**src/sv/hosp_pkg.sv**
```systemverilog
// Shared types and constants for the hunk object stream parser.
// Used by hosp_step and hunk_object_stream_parser; depends on nothing.
`timescale 1ns / 1ps

package hosp_pkg;

    // Width of the saturating hunk and defined-symbol counters
    localparam int COUNT_WIDTH = 16;
    localparam logic [COUNT_WIDTH-1:0] COUNT_ONE = COUNT_WIDTH'(1);
    localparam logic [COUNT_WIDTH-1:0] COUNT_MAX = '1;

    localparam int WORD_W = 32;
    localparam int ROLE_W = 4;
    localparam int TDATA_W = 96;

    // Block codes (matched on the low 16 bits); the hunk end word is matched in all 32 bits
    localparam logic [15:0] BLK_UNIT     = 16'h03E7;
    localparam logic [15:0] BLK_NAME     = 16'h03E8;
    localparam logic [15:0] BLK_CODE     = 16'h03E9;
    localparam logic [15:0] BLK_DATA     = 16'h03EA;
    localparam logic [15:0] BLK_BSS      = 16'h03EB;
    localparam logic [15:0] BLK_RELOC32  = 16'h03EC;
    localparam logic [15:0] BLK_RELOC16  = 16'h03ED;
    localparam logic [15:0] BLK_RELOC8   = 16'h03EE;
    localparam logic [15:0] BLK_DRELOC32 = 16'h03F8;
    localparam logic [15:0] BLK_EXT      = 16'h03EF;
    localparam logic [15:0] BLK_SYMBOL   = 16'h03F0;
    localparam logic [15:0] BLK_DEBUG    = 16'h03F1;
    localparam logic [31:0] WORD_END     = 32'h0000_03F2;

    localparam logic [23:0] SYM_LEN_MASK = 24'hFF_FFFF;
    localparam logic [7:0]  SYM_COMMON   = 8'd130;

    typedef enum logic [4:0] {
        PH_UNIT, PH_UNIT_LEN, PH_UNIT_NAME, PH_HUNK_START, PH_HNAME_LEN,
        PH_HNAME, PH_BLOCK, PH_CONT_LEN, PH_CONTENT, PH_BSS_LEN,
        PH_DEBUG_LEN, PH_RELOC_COUNT, PH_RELOC_TARGET, PH_RELOC_OFFS,
        PH_SYM_HDR, PH_SYM_NAME, PH_SYM_VALUE, PH_REF_COUNT, PH_REF_OFFS,
        PH_ERROR
    } t_phase;

    typedef enum logic [ROLE_W-1:0] {
        ROLE_UNIT_ID, ROLE_LENGTH, ROLE_NAME, ROLE_NAME_ID, ROLE_BLOCK,
        ROLE_CONTENT, ROLE_COUNT, ROLE_RELOC_TARGET, ROLE_RELOC_OFFS,
        ROLE_SYM_HDR, ROLE_SYM_VALUE, ROLE_REFERENCE, ROLE_HUNK_END,
        ROLE_IGNORED
    } t_role;

    typedef enum logic [2:0] {
        ERR_NONE, ERR_NO_UNIT, ERR_BAD_BLOCK, ERR_BAD_SYMBOL, ERR_TRUNC,
        ERR_EMPTY_HUNK
    } t_err;

    typedef enum logic [1:0] {
        KIND_NONE, KIND_CODE, KIND_DATA, KIND_BSS
    } t_kind;

    typedef struct packed {
        t_phase                 phase;
        logic [31:0]            skip_left;
        logic [COUNT_WIDTH-1:0] hunk_index;
        t_kind                  kind;
        logic [33:0]            bytes;
        logic [COUNT_WIDTH-1:0] def_count;
        logic                   far_mark;
        logic [7:0]             sym_type;
        logic                   name_first;
        t_err                   err;
    } t_state;

    typedef struct packed {
        t_role       word_role;
        logic [15:0] hunk_number;
        logic        hunk_done;
        logic [1:0]  hunk_kind;
        logic [33:0] hunk_bytes;
        logic [15:0] defined_symbols;
        logic        far_section;
        logic        module_done;
        logic [15:0] module_hunks;
        logic [2:0]  error;
    } t_result;

    function automatic t_state state_reset();
        t_state s;
        s.phase      = PH_UNIT;
        s.skip_left  = '0;
        s.hunk_index = '0;
        s.kind       = KIND_NONE;
        s.bytes      = '0;
        s.def_count  = '0;
        s.far_mark   = 1'b0;
        s.sym_type   = '0;
        s.name_first = 1'b0;
        s.err        = ERR_NONE;
        return s;
    endfunction

endpackage

```
**src/sv/hunk_object_stream_parser.sv**
```systemverilog
// Hunk object stream parser: one result beat per file word.
// Each word passes the input register, then the result register; one word per cycle
// unless the result side stalls; the only loop is the parse state update in hosp_step.
// Reset: i_rst_n synchronous, active low; clears both stages and returns the parser
// to waiting for a unit header. The state also returns there after each last word.
`timescale 1ns / 1ps

module hunk_object_stream_parser (
    input  logic                         i_clk,
    input  logic                         i_rst_n,
    // slave side: one file word per beat
    input  logic                         s_axis_tvalid,
    output logic                         s_axis_tready,
    input  logic [hosp_pkg::WORD_W-1:0]  s_axis_tdata,   // [31:0] word
    input  logic                         s_axis_tlast,   // last_word
    // master side: one result per beat
    output logic                         m_axis_tvalid,
    input  logic                         m_axis_tready,
    // [15:0] hunk_number, [16] hunk_done, [18:17] hunk_kind, [52:19] hunk_bytes,
    // [68:53] defined_symbols, [69] far_section, [85:70] module_hunks,
    // [88:86] error, [95:89] zero
    output logic [hosp_pkg::TDATA_W-1:0] m_axis_tdata,
    output logic [hosp_pkg::ROLE_W-1:0]  m_axis_tuser,   // word_role
    output logic                         m_axis_tlast    // module_done
);
    import hosp_pkg::*;

    // Input register
    logic        r_in_valid;
    logic [31:0] r_in_word;
    logic        r_in_last;

    // Parse state and result register
    t_state  r_state;
    t_state  n_state;
    t_result r_out;
    t_result n_out;
    logic    r_out_valid;

    logic advance;

    // Move a word into the result stage whenever that stage is empty or draining
    assign advance       = r_in_valid && (!r_out_valid || m_axis_tready);
    assign s_axis_tready = !r_in_valid || advance;

    hosp_step u_step (
        .i_state  (r_state),
        .i_word   (r_in_word),
        .i_last   (r_in_last),
        .o_state  (n_state),
        .o_result (n_out)
    );

    always_ff @(posedge i_clk) begin
        if (!i_rst_n) begin
            r_in_valid  <= 1'b0;
            r_out_valid <= 1'b0;
            r_state     <= state_reset();
        end else begin
            // input stage: take a beat when it is free or is handing over
            if (s_axis_tready) begin
                r_in_valid <= s_axis_tvalid;
            end
            // result stage: load on advance, drop after the consumer takes it
            if (advance) begin
                r_out_valid <= 1'b1;
                r_state     <= n_state;
            end else if (m_axis_tready) begin
                r_out_valid <= 1'b0;
            end
        end
    end

    // Payload registers: no reset needed
    always_ff @(posedge i_clk) begin
        if (s_axis_tready && s_axis_tvalid) begin
            r_in_word <= s_axis_tdata;
            r_in_last <= s_axis_tlast;
        end
        if (advance) begin
            r_out <= n_out;
        end
    end

    assign m_axis_tvalid = r_out_valid;
    assign m_axis_tuser  = r_out.word_role;
    assign m_axis_tlast  = r_out.module_done;
    assign m_axis_tdata  = {7'b0, r_out.error, r_out.module_hunks, r_out.far_section,
                            r_out.defined_symbols, r_out.hunk_bytes, r_out.hunk_kind,
                            r_out.hunk_done, r_out.hunk_number};

    // A hunk end result always carries the hunk end role
    a_hunk_done_role: assert property (@(posedge i_clk) disable iff (!i_rst_n)
        r_out_valid && r_out.hunk_done |-> r_out.word_role == ROLE_HUNK_END)
        else $error("hunk_done without hunk end role");

    // A latched error holds until the last word of the file
    a_error_sticky: assert property (@(posedge i_clk) disable iff (!i_rst_n)
        advance && !r_in_last && r_state.err != ERR_NONE
        |=> r_state.err == $past(r_state.err))
        else $error("latched error changed before last word");

    // The last word closes the module and returns the parser to the unit header
    a_last_closes: assert property (@(posedge i_clk) disable iff (!i_rst_n)
        advance && r_in_last
        |=> r_out_valid && r_out.module_done && r_state.phase == PH_UNIT)
        else $error("last word did not close the module");

    // A held input word stays put while the result stage is blocked
    a_in_hold: assert property (@(posedge i_clk) disable iff (!i_rst_n)
        r_in_valid && !advance |=> r_in_valid && $stable(r_in_word))
        else $error("input word lost while stalled");

endmodule

```
**src/sv/hosp_step.sv**
```systemverilog
// Next-state and result logic for one file word of the parser.
// Purely combinational; depends on hosp_pkg.
`timescale 1ns / 1ps

module hosp_step (
    input  hosp_pkg::t_state  i_state,
    input  logic [31:0]       i_word,
    input  logic              i_last,
    output hosp_pkg::t_state  o_state,
    output hosp_pkg::t_result o_result
);
    import hosp_pkg::*;

    function automatic logic known_symbol(input logic [7:0] t);
        return (t <= 8'd3) || (t == 8'd129) || (t == 8'd130) || (t == 8'd131) ||
               (t == 8'd132) || (t == 8'd134) || (t == 8'd135);
    endfunction

    t_state      n;
    t_result     r;
    logic        blk;
    logic [15:0] code;
    logic [7:0]  stype;
    logic        is_far;

    assign code   = i_word[15:0];
    assign stype  = i_word[31:24];
    assign is_far = ((i_word[31:24] | 8'h20) == 8'h66) &&
                    ((i_word[23:16] | 8'h20) == 8'h61) &&
                    ((i_word[15:8]  | 8'h20) == 8'h72);

    always_comb begin
        n   = i_state;
        r   = '0;
        blk = 1'b0;
        r.hunk_number = 16'(i_state.hunk_index);

        unique case (i_state.phase) inside
            PH_UNIT: begin
                r.word_role = ROLE_UNIT_ID;
                if (code == BLK_UNIT) begin
                    n.phase = PH_UNIT_LEN;
                end else begin
                    n.err   = ERR_NO_UNIT;
                    n.phase = PH_ERROR;
                end
            end
            PH_UNIT_LEN: begin
                r.word_role = ROLE_LENGTH;
                n.skip_left = i_word;
                n.phase     = (i_word != '0) ? PH_UNIT_NAME : PH_HUNK_START;
            end
            PH_UNIT_NAME: begin
                r.word_role = ROLE_NAME;
                n.skip_left = i_state.skip_left - 32'd1;
                if (n.skip_left == '0) n.phase = PH_HUNK_START;
            end
            PH_HUNK_START: begin
                if (code == BLK_UNIT) begin
                    // new unit closes the module
                    r.word_role    = ROLE_UNIT_ID;
                    r.module_done  = 1'b1;
                    r.module_hunks = 16'(i_state.hunk_index);
                    r.hunk_number  = '0;
                    n.hunk_index   = '0;
                    n.kind         = KIND_NONE;
                    n.bytes        = '0;
                    n.def_count    = '0;
                    n.far_mark     = 1'b0;
                    n.phase        = PH_UNIT_LEN;
                end else if (code == BLK_NAME) begin
                    r.word_role = ROLE_NAME_ID;
                    n.phase     = PH_HNAME_LEN;
                end else begin
                    blk = 1'b1;
                end
            end
            PH_HNAME_LEN: begin
                r.word_role  = ROLE_LENGTH;
                n.skip_left  = i_word;
                n.name_first = 1'b1;
                n.phase      = (i_word != '0) ? PH_HNAME : PH_BLOCK;
            end
            PH_HNAME: begin
                r.word_role = ROLE_NAME;
                if (i_state.name_first) begin
                    n.far_mark   = is_far;
                    n.name_first = 1'b0;
                end
                n.skip_left = i_state.skip_left - 32'd1;
                if (n.skip_left == '0) n.phase = PH_BLOCK;
            end
            PH_BLOCK: begin
                blk = 1'b1;
            end
            PH_CONT_LEN, PH_BSS_LEN, PH_DEBUG_LEN: begin
                r.word_role = ROLE_LENGTH;
                if (i_state.phase != PH_DEBUG_LEN) n.bytes = {i_word, 2'b00};
                n.skip_left = i_word;
                n.phase = (i_state.phase != PH_BSS_LEN && i_word != '0) ?
                          PH_CONTENT : PH_BLOCK;
            end
            PH_CONTENT: begin
                r.word_role = ROLE_CONTENT;
                n.skip_left = i_state.skip_left - 32'd1;
                if (n.skip_left == '0) n.phase = PH_BLOCK;
            end
            PH_RELOC_COUNT: begin
                r.word_role = ROLE_COUNT;
                n.skip_left = i_word;
                n.phase     = (i_word != '0) ? PH_RELOC_TARGET : PH_BLOCK;
            end
            PH_RELOC_TARGET: begin
                r.word_role = ROLE_RELOC_TARGET;
                n.phase     = PH_RELOC_OFFS;
            end
            PH_RELOC_OFFS: begin
                r.word_role = ROLE_RELOC_OFFS;
                n.skip_left = i_state.skip_left - 32'd1;
                if (n.skip_left == '0) n.phase = PH_RELOC_COUNT;
            end
            PH_SYM_HDR: begin
                r.word_role = ROLE_SYM_HDR;
                if (i_word == '0) begin
                    n.phase = PH_BLOCK;
                end else begin
                    n.sym_type = stype;
                    if (!known_symbol(stype)) begin
                        n.err   = ERR_BAD_SYMBOL;
                        n.phase = PH_ERROR;
                    end else begin
                        if ((stype == 8'd0 || stype == 8'd1 || stype == 8'd3) &&
                            i_state.def_count != COUNT_MAX) begin
                            n.def_count = i_state.def_count + COUNT_ONE;
                        end
                        n.skip_left = {8'h00, i_word[23:0] & SYM_LEN_MASK};
                        if (n.skip_left != '0) n.phase = PH_SYM_NAME;
                        else if (stype <= 8'd3 || stype == SYM_COMMON)
                            n.phase = PH_SYM_VALUE;
                        else n.phase = PH_REF_COUNT;
                    end
                end
            end
            PH_SYM_NAME: begin
                r.word_role = ROLE_NAME;
                n.skip_left = i_state.skip_left - 32'd1;
                if (n.skip_left == '0) begin
                    if (i_state.sym_type <= 8'd3 || i_state.sym_type == SYM_COMMON)
                        n.phase = PH_SYM_VALUE;
                    else n.phase = PH_REF_COUNT;
                end
            end
            PH_SYM_VALUE: begin
                r.word_role = ROLE_SYM_VALUE;
                n.phase     = PH_SYM_HDR;
            end
            PH_REF_COUNT: begin
                r.word_role = ROLE_COUNT;
                n.skip_left = i_word;
                n.phase     = (i_word != '0) ? PH_REF_OFFS : PH_SYM_HDR;
            end
            PH_REF_OFFS: begin
                r.word_role = ROLE_REFERENCE;
                n.skip_left = i_state.skip_left - 32'd1;
                if (n.skip_left == '0) n.phase = PH_SYM_HDR;
            end
            default: begin
                r.word_role = ROLE_IGNORED;
                n.phase     = PH_ERROR;
            end
        endcase

        // Block type decode, shared by hunk start and block phases
        if (blk) begin
            r.word_role = ROLE_BLOCK;
            if (i_word == WORD_END) begin
                r.word_role       = ROLE_HUNK_END;
                r.hunk_done       = 1'b1;
                r.hunk_kind       = i_state.kind;
                r.hunk_bytes      = i_state.bytes;
                r.defined_symbols = 16'(i_state.def_count);
                r.far_section     = i_state.far_mark;
                if (i_state.kind == KIND_NONE) begin
                    n.err   = ERR_EMPTY_HUNK;
                    n.phase = PH_ERROR;
                end else begin
                    if (i_state.hunk_index != COUNT_MAX)
                        n.hunk_index = i_state.hunk_index + COUNT_ONE;
                    n.kind      = KIND_NONE;
                    n.bytes     = '0;
                    n.def_count = '0;
                    n.far_mark  = 1'b0;
                    n.phase     = PH_HUNK_START;
                end
            end else begin
                unique case (code) inside
                    BLK_CODE: begin
                        n.kind = KIND_CODE; n.phase = PH_CONT_LEN;
                    end
                    BLK_DATA: begin
                        n.kind = KIND_DATA; n.phase = PH_CONT_LEN;
                    end
                    BLK_BSS: begin
                        n.kind = KIND_BSS; n.phase = PH_BSS_LEN;
                    end
                    BLK_RELOC32, BLK_RELOC16, BLK_RELOC8, BLK_DRELOC32:
                        n.phase = PH_RELOC_COUNT;
                    BLK_EXT, BLK_SYMBOL:
                        n.phase = PH_SYM_HDR;
                    BLK_DEBUG:
                        n.phase = PH_DEBUG_LEN;
                    default: begin
                        n.err   = ERR_BAD_BLOCK;
                        n.phase = PH_ERROR;
                    end
                endcase
            end
        end

        // Final word: flag truncation unless between hunks or already in error, close the module, return to reset
        if (i_last) begin
            if (n.err == ERR_NONE && n.phase != PH_HUNK_START) begin
                n.err   = ERR_TRUNC;
                n.phase = PH_ERROR;
            end
            if (!r.module_done) begin
                r.module_done  = 1'b1;
                r.module_hunks = 16'(n.hunk_index);
            end
        end
        r.error = n.err;
        if (i_last) n = state_reset();
    end

    assign o_state  = n;
    assign o_result = r;

endmodule

```
**config.mk**
```make
export PLATFORM = sky130hd
export DESIGN_NAME = hunk_object_stream_parser
export DESIGN_NICKNAME = d
export VERILOG_FILES = /design/src/sv/hosp_pkg.sv /design/src/sv/hunk_object_stream_parser.sv /design/src/sv/hosp_step.sv
export SDC_FILE = /design/constraint.sdc
export NUM_CORES = 1
export LEC_CHECK = 0
export ABC_AREA = 0
export ABC_CLOCK_PERIOD_IN_PS = 17000
export BUFFER_PORTS_ARGS = -buffer_cell sky130_fd_sc_hd__buf_4
export CORE_AREA = 2 2 147 149
export CTS_BUF_LIST = sky130_fd_sc_hd__clkbuf_4
export DETAILED_ROUTE_END_ITERATION = 8
export DIE_AREA = 0 0 149 151
export PLACE_DENSITY = 0.83
export RECOVER_POWER = 25
export SYNTH_ARGS = -nofsm -noshare
export SYNTH_HDL_FRONTEND = slang
export SYNTH_SLANG_ARGS = --single-unit
```
**constraint.sdc**
```tcl
create_clock -name i_clk -period 17 [get_ports i_clk]
set_input_delay 3.4 -clock i_clk [delete_from_list [all_inputs] [get_ports i_clk]]
set_output_delay 3.4 -clock i_clk [all_outputs]
set_load 0.1 [all_outputs]
```
==> Implementation_results.wiki, run 1 <==
{| class="wikitable"
! Metric !! Value
|-
| H-tree level count || 2
|-
| Fraction of final layout cells sized beyond drive strength 1 || 0.181
|-
| Die Outline Area || 0.0225 mm2
|-
| Required @ worst endpoint || 13600 ps
|-
| Failing checks || max-capacitance violations, max-slew violations
|-
| Initial DRT Pass Iterations || 8
|-
| Aggregate global routing overflow || 0
|-
| Setup repair after global routing missed its margin || false
|-
| Outcome || complete, but fails checks
|-
| Detailed-route vias per instance || 6.12
|-
| Port Buf Inserts || 132
|-
| Combined area of all synthesized cells || 0.0124 mm2
|-
| Critical path arrival || 4050 ps
|-
| Vias after detailed routing || 11.0k
|-
| Total of flip-flops plus latches after synthesis || 247
|-
| Largest delay share family, worst path || buffers and inverters
|-
| Most common cell after layout, fill and taps aside || sky130_fd_sc_hd__nor2_1
|-
| Post-layout minimum cycle time || 7450 ps
|-
| Max cap viols || 1
|-
| Number of remaining DRC errors || 0
|-
| Top fanout value on the critical path || 4
|-
| Area fraction of the dominant cell type after synthesis || 0.307
|-
| Slowest Stage Delay on Critical Path || 240 ps
|-
| CTS tree || yes
|-
| Commonest cells after routing, fill and taps aside || 155 x sky130_fd_sc_hd__nor2_1, 128 x sky130_fd_sc_hd__nand2_1, 127 x sky130_fd_sc_hd__edfxtp_1
|-
| Period Utilization, post-route || 0.438
|-
| Hold buffer count at CTS || 0
|-
| Pin slew with the least headroom to its limit || 1850 ps
|-
| Detailed-route wire length per cell || 18.4 um
|-
| Starting utilization of the core area || 0.597
|-
| Dominant register cell in the synthesized netlist || sky130_fd_sc_hd__edfxtp_1
|-
| Power density of the placed cells || 94.0 mW/mm2
|-
| Hpwl dp || 21.7 mm
|-
| Setup TNS || 0 ps
|-
| Sequential cell area fraction in the yosys report || 0.500
|-
| Gates resized, CTS repair || 0
|-
| Pin count of the biggest net entering global routing || 90
|-
| Relative area change from synthesis to final layout || 14.6%
|-
| Sequence of cells on the critical path || clkbuf_4, nor2b_1, nand2_1, buf_4
|-
| CP Launch Type || input port
|-
| Peak Freq || 0.134 GHz
|-
| Horizontal die dimension || 149 um
|-
| Top cells by area, synth || sky130_fd_sc_hd__edfxtp_1 31%, sky130_fd_sc_hd__dfxtp_1 19%, sky130_fd_sc_hd__nor2_1 4.7%
|-
| Std-Cell Rows || 53
|-
| Core Footprint || 0.0208 mm2
|-
| Final max-slew violation count || 34
|-
| Starting DRT DRC Count || 1039
|-
| Util after Layout || 0.684
|-
| Net count of the finished layout || 1504
|-
| Final hold violation count || 0
|-
| Die height || 151 um
|-
| Global Route Usage Sum || 0.293
|-
| Static leakage power || 5.24 nW
|-
| # IOs || 140
|-
| Kind of critical path || in -> out
|-
| Async SR Flop Fraction || 0
|-
| WL final || 33.0 mm
|-
| CTS sink cnt || 247
|-
| Number of enable-type register cells in the synthesized netlist || 127
|-
| Clock transition at the registers of the reported paths || 70 ps
|-
| Initial antenna violation count || 1
|-
| Slowest cell on the critical path || sky130_fd_sc_hd__buf_4
|-
| Wire length of the first global-routing pass || 52.6 mm
|-
| Placer's final routability congestion estimate || 0.954
|-
| Synth Instances || 1346
|-
| Syn_area_per_cell || 9.24 um2
|-
| Combined buffer and inverter count along the critical path || 2
|-
| Post-CTS Setup Repair Bufs || 0
|-
| YS warnings || 0
|-
| Capturing element type of the critical path || primary output
|-
| Clock Skew || 40.7 ps
|-
| Clock tree root buffer cell || sky130_fd_sc_hd__clkbuf_4
|-
| Peak supply drop || 0.0642 mV
|-
| Max clock buf depth || 3
|-
| Biggest area consumer among synthesized cells || sky130_fd_sc_hd__edfxtp_1
|-
| Final count of negative-setup-slack endpoints || 0
|-
| Worst hold path type || reg -> reg
|-
| Slew headroom || -0.236
|-
| Number of CTS-inserted buffers || 59
|-
| Post-DRT Antenna Nets || 0
|-
| Vias in the first global route || 10.3k
|-
| Clk Latency, worst-skew pair || 700 ps
|-
| Count of distinct cell types in the synthesized netlist || 88
|}
-- worst reg2reg max path, stage by stage, from the launching register on --
cell and delay, ps:
sky130_fd_sc_hd__edfxtp_1 500, sky130_fd_sc_hd__nor4_1 680, sky130_fd_sc_hd__nand4_1 500, sky130_fd_sc_hd__nor4_1 1190, sky130_fd_sc_hd__o21ai_0 480, sky130_fd_sc_hd__nand2b_1 500, sky130_fd_sc_hd__inv_1 760, sky130_fd_sc_hd__a21oi_2 700
sky130_fd_sc_hd__nand3_1 190, sky130_fd_sc_hd__a311oi_1 260, sky130_fd_sc_hd__a31o_1 130
-- report_power, final --
part | total, mW | switching, mW | internal (mW)
sequential | 0.660 | 0.0168 | 0.643
clock | 0.493 | 0.238 | 0.255
combinational | 0.187 | 0.143 | 0.0444
-- cell families after synthesis --
| family | synth area share |
|---|---|
| compound gates | 0.181 |
| xor+xnor | 0.0120 |
| fa+ha+maj | 0.00403 |
| buf+inv | 0.0409 |
| flops | 0.500 |
| mux | 0.0110 |
| other cells | 0.000302 |
| simple gates | 0.251 |
-- per-stage QoR --
| stage | hold slack, ps | cell area (um2) | cells | total power [mW] | worst slack, ps |
|---|---|---|---|---|---|
| 2_1_floorplan | 443 | 12500 | 1352 | 0.813 | 9280 |
| 3_3_place_gp | 459 | 13500 | 1676 | 0.857 | 9580 |
| 3_5_place_dp | 467 | 13500 | 1676 | 0.859 | 9560 |
| 4_1_cts | 483 | 14300 | 1788 | 1.35 | 9560 |
| 5_1_grt | 505 | 14200 | 1791 | 1.39 | 9480 |
| 6_report | 485 | 14200 | 1791 | 1.34 | 9550 |
-- path summary, 6_finish.rpt --
path	from	end	slack, ps	depth (start not counted)
worst max-delay path	m_axis_tready	s_axis_tready	9550	4
worst min-delay path	r_state[29]$_SDFFE_PN0P_	r_state[29]$_SDFFE_PN0P_	490	1
worst max register to register	r_in_word[13]$_DFFE_PP_	r_state[26]$_SDFFE_PN0P_	11070	10
worst min register to register	r_state[29]$_SDFFE_PN0P_	r_state[29]$_SDFFE_PN0P_	490	1
-- synthesized netlist by cell type, types with 7 or more instances --
cell                       instances
sky130_fd_sc_hd__o31ai_1          12
sky130_fd_sc_hd__buf_4            10
sky130_fd_sc_hd__and3_1           17
sky130_fd_sc_hd__a21oi_1          95
sky130_fd_sc_hd__o21a_1            7
sky130_fd_sc_hd__or3_1            13
sky130_fd_sc_hd__and2_1           83
sky130_fd_sc_hd__nand4_1          15
sky130_fd_sc_hd__o21ai_1          17
sky130_fd_sc_hd__xor2_1            7
sky130_fd_sc_hd__edfxtp_1        127
sky130_fd_sc_hd__a21o_1           15
sky130_fd_sc_hd__nor4_1           23
sky130_fd_sc_hd__nor3_1           35
sky130_fd_sc_hd__nor2_1          156
sky130_fd_sc_hd__nand2b_1         17
sky130_fd_sc_hd__mux2i_1           8
sky130_fd_sc_hd__nor3b_1          12
sky130_fd_sc_hd__a31oi_1           7
sky130_fd_sc_hd__clkbuf_1         74
sky130_fd_sc_hd__o21ai_0          85
sky130_fd_sc_hd__nand2_1         128
sky130_fd_sc_hd__nand3_1          30
sky130_fd_sc_hd__buf_2            13
sky130_fd_sc_hd__nor2b_1           8
sky130_fd_sc_hd__inv_1            15
sky130_fd_sc_hd__dfxtp_1         120
sky130_fd_sc_hd__a22oi_1          55
sky130_fd_sc_hd__xnor2_1          10
-- sequential cells by signal, summed over array words and instances (netlist names) --
signal and cells:
m_axis_tvalid 1, r_state 118, m_axis_tuser 4, r_in_last 1, m_axis_tdata 89, m_axis_tlast 1
r_in_valid 1, r_in_word 32
-- layout make-up --
type	instances	area [um2]
multi-input cells	988	5720
fillers	1668	6570
clock inverters	24	130
clock buffers	88	661
diodes	2	5.00
inverters	17	66.3
flip-flops and latches	247	6220
well taps	275	344
repair buffers	150	1110
-- layer usage --
metal	global-route usage	wire length [um]
met3	0.0491	2940
met1	0.371	12800
met2	0.503	16100
met4	0.119	1080
met5	0	0
Note: power is estimated with default switching activity, not from simulation.
==> run 2, diff against run 1 <==
--- a/config.mk
+++ b/config.mk
@@ -6,7 +6,7 @@
 export NUM_CORES = 1
 export LEC_CHECK = 0
 export ABC_AREA = 0
-export ABC_CLOCK_PERIOD_IN_PS = 17000
+export ABC_CLOCK_PERIOD_IN_PS = 7400
 export BUFFER_PORTS_ARGS = -buffer_cell sky130_fd_sc_hd__buf_4
 export CORE_AREA = 2 2 147 149
 export CTS_BUF_LIST = sky130_fd_sc_hd__clkbuf_4
==> constraint.sdc (replaced) <==
create_clock -name i_clk -period 7.4 [get_ports i_clk]
set_input_delay 1.48 -clock i_clk [delete_from_list [all_inputs] [get_ports i_clk]]
set_output_delay 1.48 -clock i_clk [all_outputs]
set_load 0.1 [all_outputs]
==> run 2 against run 1 <==
  * The run still ends with max-capacitance violations, max-slew violations left
  * Sequential cell count is the same
  * Global-route usage shrank 0.053 points
  * Clock-buffer cell count shrank 6
  * Highest routed layer unchanged
==> Implementation_results.wiki, run 2 (synthesized netlist as in run 1, its figures left out) <==
{| class="wikitable"
! Metric !! Value
|-
| Clock Skew || 36.8 ps (was 40.7 ps)
|-
| Kind of critical path || in -> reg (was in -> out)
|-
| FF-to-FF Start || r_in_word[12]$_DFFE_PP_ (was r_in_word[13]$_DFFE_PP_)
|-
| Power share of the clock group || 0.357 (was 0.368)
|-
| Slowest Stage Delay on Critical Path || 1520 ps (was 240 ps)
|-
| Critical path arrival || 5570 ps (was 4050 ps)
|-
| Number of remaining DRC errors || 0 (unchanged)
|-
| Sequence of cells on the critical path || clkbuf_4, nor2b_1, nand2b_1, clkbuf_1, nor2_1, nand2_2, o21ai_2, buf_4, a22oi_1, nor2_1 (was clkbuf_4, nor2b_1, nand2_1, buf_4)
|-
| Capturing element type of the critical path || flop (was primary output)
|-
| CP Launch Type || input port (unchanged)
|-
| Total chip power || 3.01 mW (was 1.34 mW)
|-
| Period Utilization, post-route || 0.691
|-
| Core Footprint || 0.0208 mm2 (unchanged)
|-
| Detailed-route wire length per cell || 18.3 um (was 18.4 um)
|-
| Slew headroom || -1.17 (was -0.236)
|-
| Net load switching power || 0.921 mW (was 0.397 mW)
|-
| Min-delay src || r_state[27]$_SDFFE_PN0P_ (was r_state[29]$_SDFFE_PN0P_)
|-
| Hold buffer count at CTS || 0 (unchanged)
|-
| Sequential Power Share || 0.503 (was 0.492)
|-
| CTS tree || yes (unchanged)
|-
| Outcome || complete, but fails checks (unchanged)
|-
| Peak supply drop || 0.165 mV (was 0.0642 mV)
|-
| Library cell appearing most often on the critical path || sky130_fd_sc_hd__nor2_1
|-
| Final count of negative-setup-slack endpoints || 0 (unchanged)
|-
| Die height || 151 um (unchanged)
|-
| Setup repair after global routing missed its margin || false (unchanged)
|-
| Most common cell after layout, fill and taps aside || sky130_fd_sc_hd__nor2_1 (unchanged)
|-
| Net count of the finished layout || 1504 (unchanged)
|-
| # IOs || 140 (unchanged)
|-
| Setup TNS || 0 ps (unchanged)
|-
| Clock tree root buffer cell || sky130_fd_sc_hd__clkbuf_4 (unchanged)
|-
| Std-Cell Rows || 53 (unchanged)
|-
| Max clock buf depth || 3 (unchanged)
|-
| Slowest cell on the critical path || sky130_fd_sc_hd__clkbuf_1 (was sky130_fd_sc_hd__buf_4)
|-
| Failing checks || max-capacitance violations, max-slew violations (unchanged)
|-
| Flip-flop count of the largest register, all copies and words added || 118 (unchanged)
|-
| Clk Latency, worst-skew pair || 720 ps (was 700 ps)
|-
| Power share of the combinational group || 0.139 (was 0.140)
|-
| Post-layout minimum cycle time || 5110 ps
|-
| Worst Setup SP || m_axis_tready (unchanged)
|-
| Wire length of the first global-routing pass || 52.6 mm (about the same)
|-
| Peak Freq || 0.196 GHz
|-
| Required @ worst endpoint || 7860 ps (was 13600 ps)
|-
| Post-DRT Antenna Nets || 0 (unchanged)
|-
| Pint || 2.09 mW (was 0.942 mW)
|-
| Hpwl dp || 21.7 mm (about the same)
|-
| Sw frac || 0.306 (was 0.297)
|-
| Final max-slew violation count || 154 (was 34)
|-
| Global Route Usage Sum || 0.293 (about the same)
|-
| Placer's final routability congestion estimate || 0.986 (was 0.954)
|-
| Horizontal die dimension || 149 um (unchanged)
|-
| Vias in the first global route || 10.1k (was 10.3k)
|-
| Die Outline Area || 0.0225 mm2 (unchanged)
|-
| Starting utilization of the core area || 0.597 (unchanged)
|-
| Pin count of the biggest net entering global routing || 84 (was 90)
|-
| Commonest cells after routing, fill and taps aside || 155 x sky130_fd_sc_hd__nor2_1, 128 x sky130_fd_sc_hd__nand2_1, 127 x sky130_fd_sc_hd__edfxtp_1 (unchanged)
|-
| Initial antenna violation count || 1 (unchanged)
|-
| Power density of the placed cells || 214 mW/mm2 (was 94.0 mW/mm2)
|-
| Pin slew with the least headroom to its limit || 3260 ps (was 1850 ps)
|-
| Number of CTS-inserted buffers || 60 (was 59)
|-
| Max cap viols || 3 (was 1)
|-
| Clock transition at the registers of the reported paths || 70 ps (about the same)
|-
| Static leakage power || 5.13 nW (was 5.24 nW)
|-
| Port Buf Inserts || 132 (unchanged)
|-
| Worst hold path type || reg -> reg (unchanged)
|-
| WL final || 32.7 mm (was 33.0 mm)
|-
| Most flop-heavy register || r_state (unchanged)
|-
| CTS sink cnt || 247 (unchanged)
|-
| Detailed-route vias per instance || 6.13 (was 6.12)
|-
| Fraction of final layout cells sized beyond drive strength 1 || 0.155 (was 0.181)
|-
| Worst hold slack across all endpoints || 478 ps (was 485 ps)
|-
| Starting DRT DRC Count || 1120 (was 1039)
|-
| H-tree level count || 2 (unchanged)
|-
| Vias after detailed routing || 11.0k (about the same)
|-
| Aggregate global routing overflow || 0 (unchanged)
|-
| Gates resized, CTS repair || 0 (unchanged)
|-
| Relative area change from synthesis to final layout || 13.2% (was 14.6%)
|-
| Top fanout value on the critical path || 46 (was 4)
|-
| Initial DRT Pass Iterations || 6 (was 8)
|-
| Post-CTS Setup Repair Bufs || 0 (unchanged)
|-
| Final hold violation count || 0 (unchanged)
|}
[run 2: cell count changes in the layout (fill, tap and decap cells not counted), sizes merged]
| cell | change |
|---|---|
| inv | -1 |
| clkbuf | +27 |
| bufinv | -1 |
| clkinv | +9 |
| buf | -34 |
| diode | +1 |
[run 2: final cells by class]
cell class                      count  area, um2
Antenna cell                        3       7.51
Clock buffer                       82        616
Sequential cell                   247       6220
Inverter                           17       66.3
Multi-Input combinational cell    988       5730
Fill cell                        1708       6740
Clock inverter                     31        134
Tap cell                          275        344
Timing Repair Buffer              149        972
[run 2: critical path, delay by kind of cell]
family,cells,cell delay [ps]
AO/OA/AOI/OAI,2,360
buffers and inverters,3,1900
AND/OR/NAND/NOR,5,1790
[run 2: power by group through the flow]
| stage | logic (mW) | clock network (mW) | registers [mW] |
|---|---|---|---|
| 2_1_floorplan | 0.186 | 0 | 1.68 |
| 3_3_place_gp | 0.424 | 0 | 1.54 |
| 3_5_place_dp | 0.425 | 0 | 1.55 |
| 4_1_cts | 0.427 | 1.10 | 1.52 |
| 5_1_grt | 0.445 | 1.17 | 1.52 |
| 6_report | 0.420 | 1.08 | 1.52 |
[run 2: through the flow]
stage | cells | area, um2 | setup WS [ps] | utilization
detailed placement | 1676 | 13500 | 3020 | 0.648
global route | 1792 | 14100 | 2070 | 0.676
floorplan | 1352 | 12500 | 1600 | -
CTS | 1789 | 14200 | 3520 | 0.684
finish | 1792 | 14100 | 2290 | 0.676
global placement | 1676 | 13500 | 3080 | 0.648
[run 2: worst paths after layout]
path	end	slack [ps]	cells after the start
max reg2reg	r_state[26]$_SDFFE_PN0P_	2460	10
min reg2reg	r_state[27]$_SDFFE_PN0P_	480	2
max	r_state[47]$_SDFFE_PN0P_	2290	10
min	r_state[27]$_SDFFE_PN0P_	480	2
[run 2: routing by layer]
metal | wire [um] | vias to the layer above | GRT usage
met4 | 1200 | 0 | 0.132
met5 | 0 | - | 0
li1 | - | 5185 | -
met2 | 15600 | 541 | 0.476
met1 | 13100 | 5143 | 0.383
met3 | 2780 | 110 | 0.0539
==> run 3, diff against run 2 <==
--- a/config.mk
+++ b/config.mk
@@ -6,13 +6,13 @@
 export NUM_CORES = 1
 export LEC_CHECK = 0
 export ABC_AREA = 0
-export ABC_CLOCK_PERIOD_IN_PS = 7400
+export ABC_CLOCK_PERIOD_IN_PS = 4300
 export BUFFER_PORTS_ARGS = -buffer_cell sky130_fd_sc_hd__buf_4
-export CORE_AREA = 2 2 147 149
+export CORE_AREA = 2 2 154 156
 export CTS_BUF_LIST = sky130_fd_sc_hd__clkbuf_4
 export DETAILED_ROUTE_END_ITERATION = 8
-export DIE_AREA = 0 0 149 151
-export PLACE_DENSITY = 0.83
+export DIE_AREA = 0 0 156 158
+export PLACE_DENSITY = 0.8
 export RECOVER_POWER = 25
 export SYNTH_ARGS = -nofsm -noshare
 export SYNTH_HDL_FRONTEND = slang
==> constraint.sdc (replaced) <==
create_clock -name i_clk -period 4.3 [get_ports i_clk]
set_input_delay 0.86 -clock i_clk [delete_from_list [all_inputs] [get_ports i_clk]]
set_output_delay 0.86 -clock i_clk [all_outputs]
set_load 0.1 [all_outputs]
==> run 3 against run 2 <==
  * Register-to-register slack got worse by 2000 ps
  * Largest power group unchanged
  * Combinational power increased by 77%
  * Setup slack got worse by 1900 ps
  * Die area increased by 9.6%
  * Clock skew increased by 12 ps
  * Global-route usage decreased by 1.3 points
  * Sequential share of layout area decreased by 1.0 points
  * The flow still finishes with violations (max-capacitance violations, max-slew violations)
  * Critical path type is now reg -> reg
  * First-iteration DRC count decreased by 5.2%
  * Cell count increased by 1.7%
==> Implementation_results.wiki, run 3 (synthesized netlist as in run 1, its figures left out) <==
{| class="wikitable"
! Metric !! Value
|-
| Outcome || complete, but fails checks (unchanged)
|-
| Failing checks || max-capacitance violations, max-slew violations (unchanged)
|-
| Most common cell after layout, fill and taps aside || sky130_fd_sc_hd__nor2_1 (unchanged)
|-
| Clk Latency, worst-skew pair || 700 ps (was 720 ps)
|-
| Total area of multi-input combinational cells || 0.00575 mm2 (was 0.00573 mm2)
|-
| Critical Path End || m_axis_tdata[82]$_DFFE_PP_ (was r_state[47]$_SDFFE_PN0P_)
|-
| Combined buffer and inverter count along the critical path || 2 (was 3)
|-
| Core Footprint || 0.0231 mm2 (was 0.0208 mm2)
|-
| Cell count along the critical path || 10 (unchanged)
|-
| Worst hold slack across all endpoints || 352 ps (was 478 ps)
|-
| Final hold violation count || 0 (unchanged)
|-
| Library cell appearing most often on the critical path || sky130_fd_sc_hd__nand2b_1 (was sky130_fd_sc_hd__nor2_1)
|-
| WL final || 34.7 mm (was 32.7 mm)
|-
| Global Route Usage Sum || 0.279 (was 0.293)
|-
| Max clock buf depth || 3 (unchanged)
|-
| Post-placement worst setup slack || 552 ps (was 3020 ps)
|-
| CTS sink cnt || 247 (unchanged)
|-
| Max cap viols || 4 (was 3)
|-
| Initial DRT Pass Iterations || 6 (unchanged)
|-
| Commonest cells after routing, fill and taps aside || 155 x sky130_fd_sc_hd__nor2_1, 129 x sky130_fd_sc_hd__clkbuf_4, 128 x sky130_fd_sc_hd__nand2_1 (was 155 x sky130_fd_sc_hd__nor2_1, 128 x sky130_fd_sc_hd__nand2_1, 127 x sky130_fd_sc_hd__edfxtp_1)
|-
| Flip-flop count of the largest register, all copies and words added || 118 (unchanged)
|-
| Pin count of the biggest net entering global routing || 64 (was 84)
|-
| Clock transition at the registers of the reported paths || 70 ps (about the same)
|-
| Number of remaining DRC errors || 0 (unchanged)
|-
| Vias in the first global route || 10.6k (was 10.1k)
|-
| Post-DRT Antenna Nets || 0 (unchanged)
|-
| Starting DRT DRC Count || 1062 (was 1120)
|-
| Number of CTS-inserted buffers || 66 (was 60)
|-
| Initial antenna violation count || 1 (unchanged)
|-
| CTS tree || yes (unchanged)
|-
| DP Area || 0.0136 mm2 (was 0.0135 mm2)
|-
| Required @ worst endpoint || 4850 ps (was 7860 ps)
|-
| Pin slew with the least headroom to its limit || 2090 ps (was 3260 ps)
|-
| Hold buffer count at CTS || 0 (unchanged)
|-
| Vias after detailed routing || 11.1k (was 11.0k)
|-
| Net count of the finished layout || 1523 (was 1504)
|-
| Placer's final routability congestion estimate || 0.936 (was 0.986)
|-
| Largest delay share family, worst path || simple AND/OR/NAND/NOR gates (was buffers and inverters)
|-
| Detailed-route wire length per cell || 19.0 um (was 18.3 um)
|-
| Power density of the placed cells || 380 mW/mm2 (was 214 mW/mm2)
|-
| Period Utilization, post-route || 0.899
|-
| Aggregate global routing overflow || 0 (unchanged)
|-
| Worst Setup SP || r_state[117]$_SDFFE_PN0P_ (was m_axis_tready)
|-
| Detailed-route vias per instance || 6.08 (was 6.13)
|-
| Static leakage power || 5.34 nW (was 5.13 nW)
|-
| Worst hold path type || in -> reg (was reg -> reg)
|-
| Clock Skew || 48.7 ps (was 36.8 ps)
|-
| Slowest Stage Delay on Critical Path || 560 ps (was 1520 ps)
|-
| Relative area change from synthesis to final layout || 16.0% (was 13.2%)
|-
| Hpwl dp || 23.3 mm (was 21.7 mm)
|-
| Capturing element type of the critical path || flop (unchanged)
|-
| Sequence of cells on the critical path || nand2b_1, nor3_1, nand2_1, o21ai_1, nand2b_1, inv_2, buf_4, nand3_1, mux2i_1, a22o_1 (was clkbuf_4, nor2b_1, nand2b_1, clkbuf_1, nor2_1, nand2_2, o21ai_2, buf_4, a22oi_1, nor2_1)
|-
| Slew headroom || -0.393 (was -1.17)
|-
| Gates resized, CTS repair || 0 (unchanged)
|-
| Endpoint of the worst register-to-register path || m_axis_tdata[82]$_DFFE_PP_ (was r_state[26]$_SDFFE_PN0P_)
|-
| Kind of critical path || reg -> reg (was in -> reg)
|-
| Most flop-heavy register || r_state (unchanged)
|-
| Final worst setup slack || 435 ps (was 2290 ps)
|-
| Die Outline Area || 0.0246 mm2 (was 0.0225 mm2)
|-
| Starting utilization of the core area || 0.539 (was 0.597)
|-
| Port Buf Inserts || 132 (unchanged)
|-
| Post-CTS Setup Repair Bufs || 0 (unchanged)
|-
| Final count of negative-setup-slack endpoints || 0 (unchanged)
|-
| Die height || 158 um (was 151 um)
|-
| Setup repair after global routing missed its margin || false (unchanged)
|-
| Footprint of the flip-flops and latches || 0.00622 mm2 (unchanged)
|-
| Slowest cell on the critical path || sky130_fd_sc_hd__nor3_1 (was sky130_fd_sc_hd__clkbuf_1)
|-
| Filler cell count in the final layout || 1958 (was 1708)
|-
| FF-to-FF Start || r_state[117]$_SDFFE_PN0P_ (was r_in_word[12]$_DFFE_PP_)
|-
| Clock tree root buffer cell || sky130_fd_sc_hd__clkbuf_4 (unchanged)
|-
| Std-Cell Rows || 56 (was 53)
|-
| Peak Freq || 0.259 GHz
|-
| Fraction of final layout cells sized beyond drive strength 1 || 0.188 (was 0.155)
|-
| Setup TNS || 0 ps (unchanged)
|-
| # IOs || 140 (unchanged)
|-
| Top fanout value on the critical path || 39 (was 46)
|-
| H-tree level count || 3 (was 2)
|-
| CP Launch Type || flop (was input port)
|-
| Peak supply drop || 0.325 mV (was 0.165 mV)
|-
| Post-layout minimum cycle time || 3870 ps
|-
| R2R cell count || 10 (unchanged)
|-
| Final max-slew violation count || 135 (was 154)
|-
| Total chip power || 5.48 mW (was 3.01 mW)
|-
| Wire length of the first global-routing pass || 54.8 mm (was 52.6 mm)
|-
| Register-to-register setup slack || 430 ps (was 2460 ps)
|-
| Horizontal die dimension || 156 um (was 149 um)
|-
| Area of all placed cells without fillers || 0.0144 mm2 (was 0.0141 mm2)
|-
| Critical path arrival || 4420 ps (was 5570 ps)
|}
[run 3: per-stage QoR]
stage / cells / utilization
final: 1823 / 0.626
after global routing: 1823 / 0.626
after CTS: 1822 / 0.628
after detailed placement: 1704 / 0.591
after global placement: 1704 / 0.591
after floorplan: 1352 / -
[run 3: layer usage]
layer  track usage  part of all wire
met5             0                 0
met4         0.105             0.021
met3        0.0605             0.082
met2         0.472              0.48
met1         0.354              0.42
[run 3: worst min-delay path by stage]
stage	from	to	cells after the start
2_1_floorplan	r_state[17]$_SDFFE_PN0P_	r_state[17]$_SDFFE_PN0P_	1
3_3_place_gp	r_state[29]$_SDFFE_PN0P_	r_state[29]$_SDFFE_PN0P_	1
3_5_place_dp	r_state[30]$_SDFFE_PN0P_	r_state[30]$_SDFFE_PN0P_	1
4_1_cts	s_axis_tdata[26]	r_in_word[26]$_DFFE_PP_	1
5_1_grt	s_axis_tdata[21]	r_in_word[21]$_DFFE_PP_	1
6_report	s_axis_tdata[23]	r_in_word[23]$_DFFE_PP_	1
[run 3: cell type report]
cell class / instances / area share
Antenna cell: 1 / 0.000174
Clock buffer: 99 / 0.0515
Clock inverter: 19 / 0.00850
Inverter: 17 / 0.00451
Multi-Input combinational cell: 988 / 0.399
Sequential cell: 247 / 0.431
Tap cell: 290 / 0.0252
Timing Repair Buffer: 162 / 0.0805
[run 3: where the power goes]
group / leakage (nW) / switching [mW] / internal [mW]
logic: 2.65 / 0.571 / 0.175
registers: 2.17 / 0.0720 / 2.54
clock network: 0.512 / 0.991 / 1.12
total: 5.34 / 1.63 / 3.84
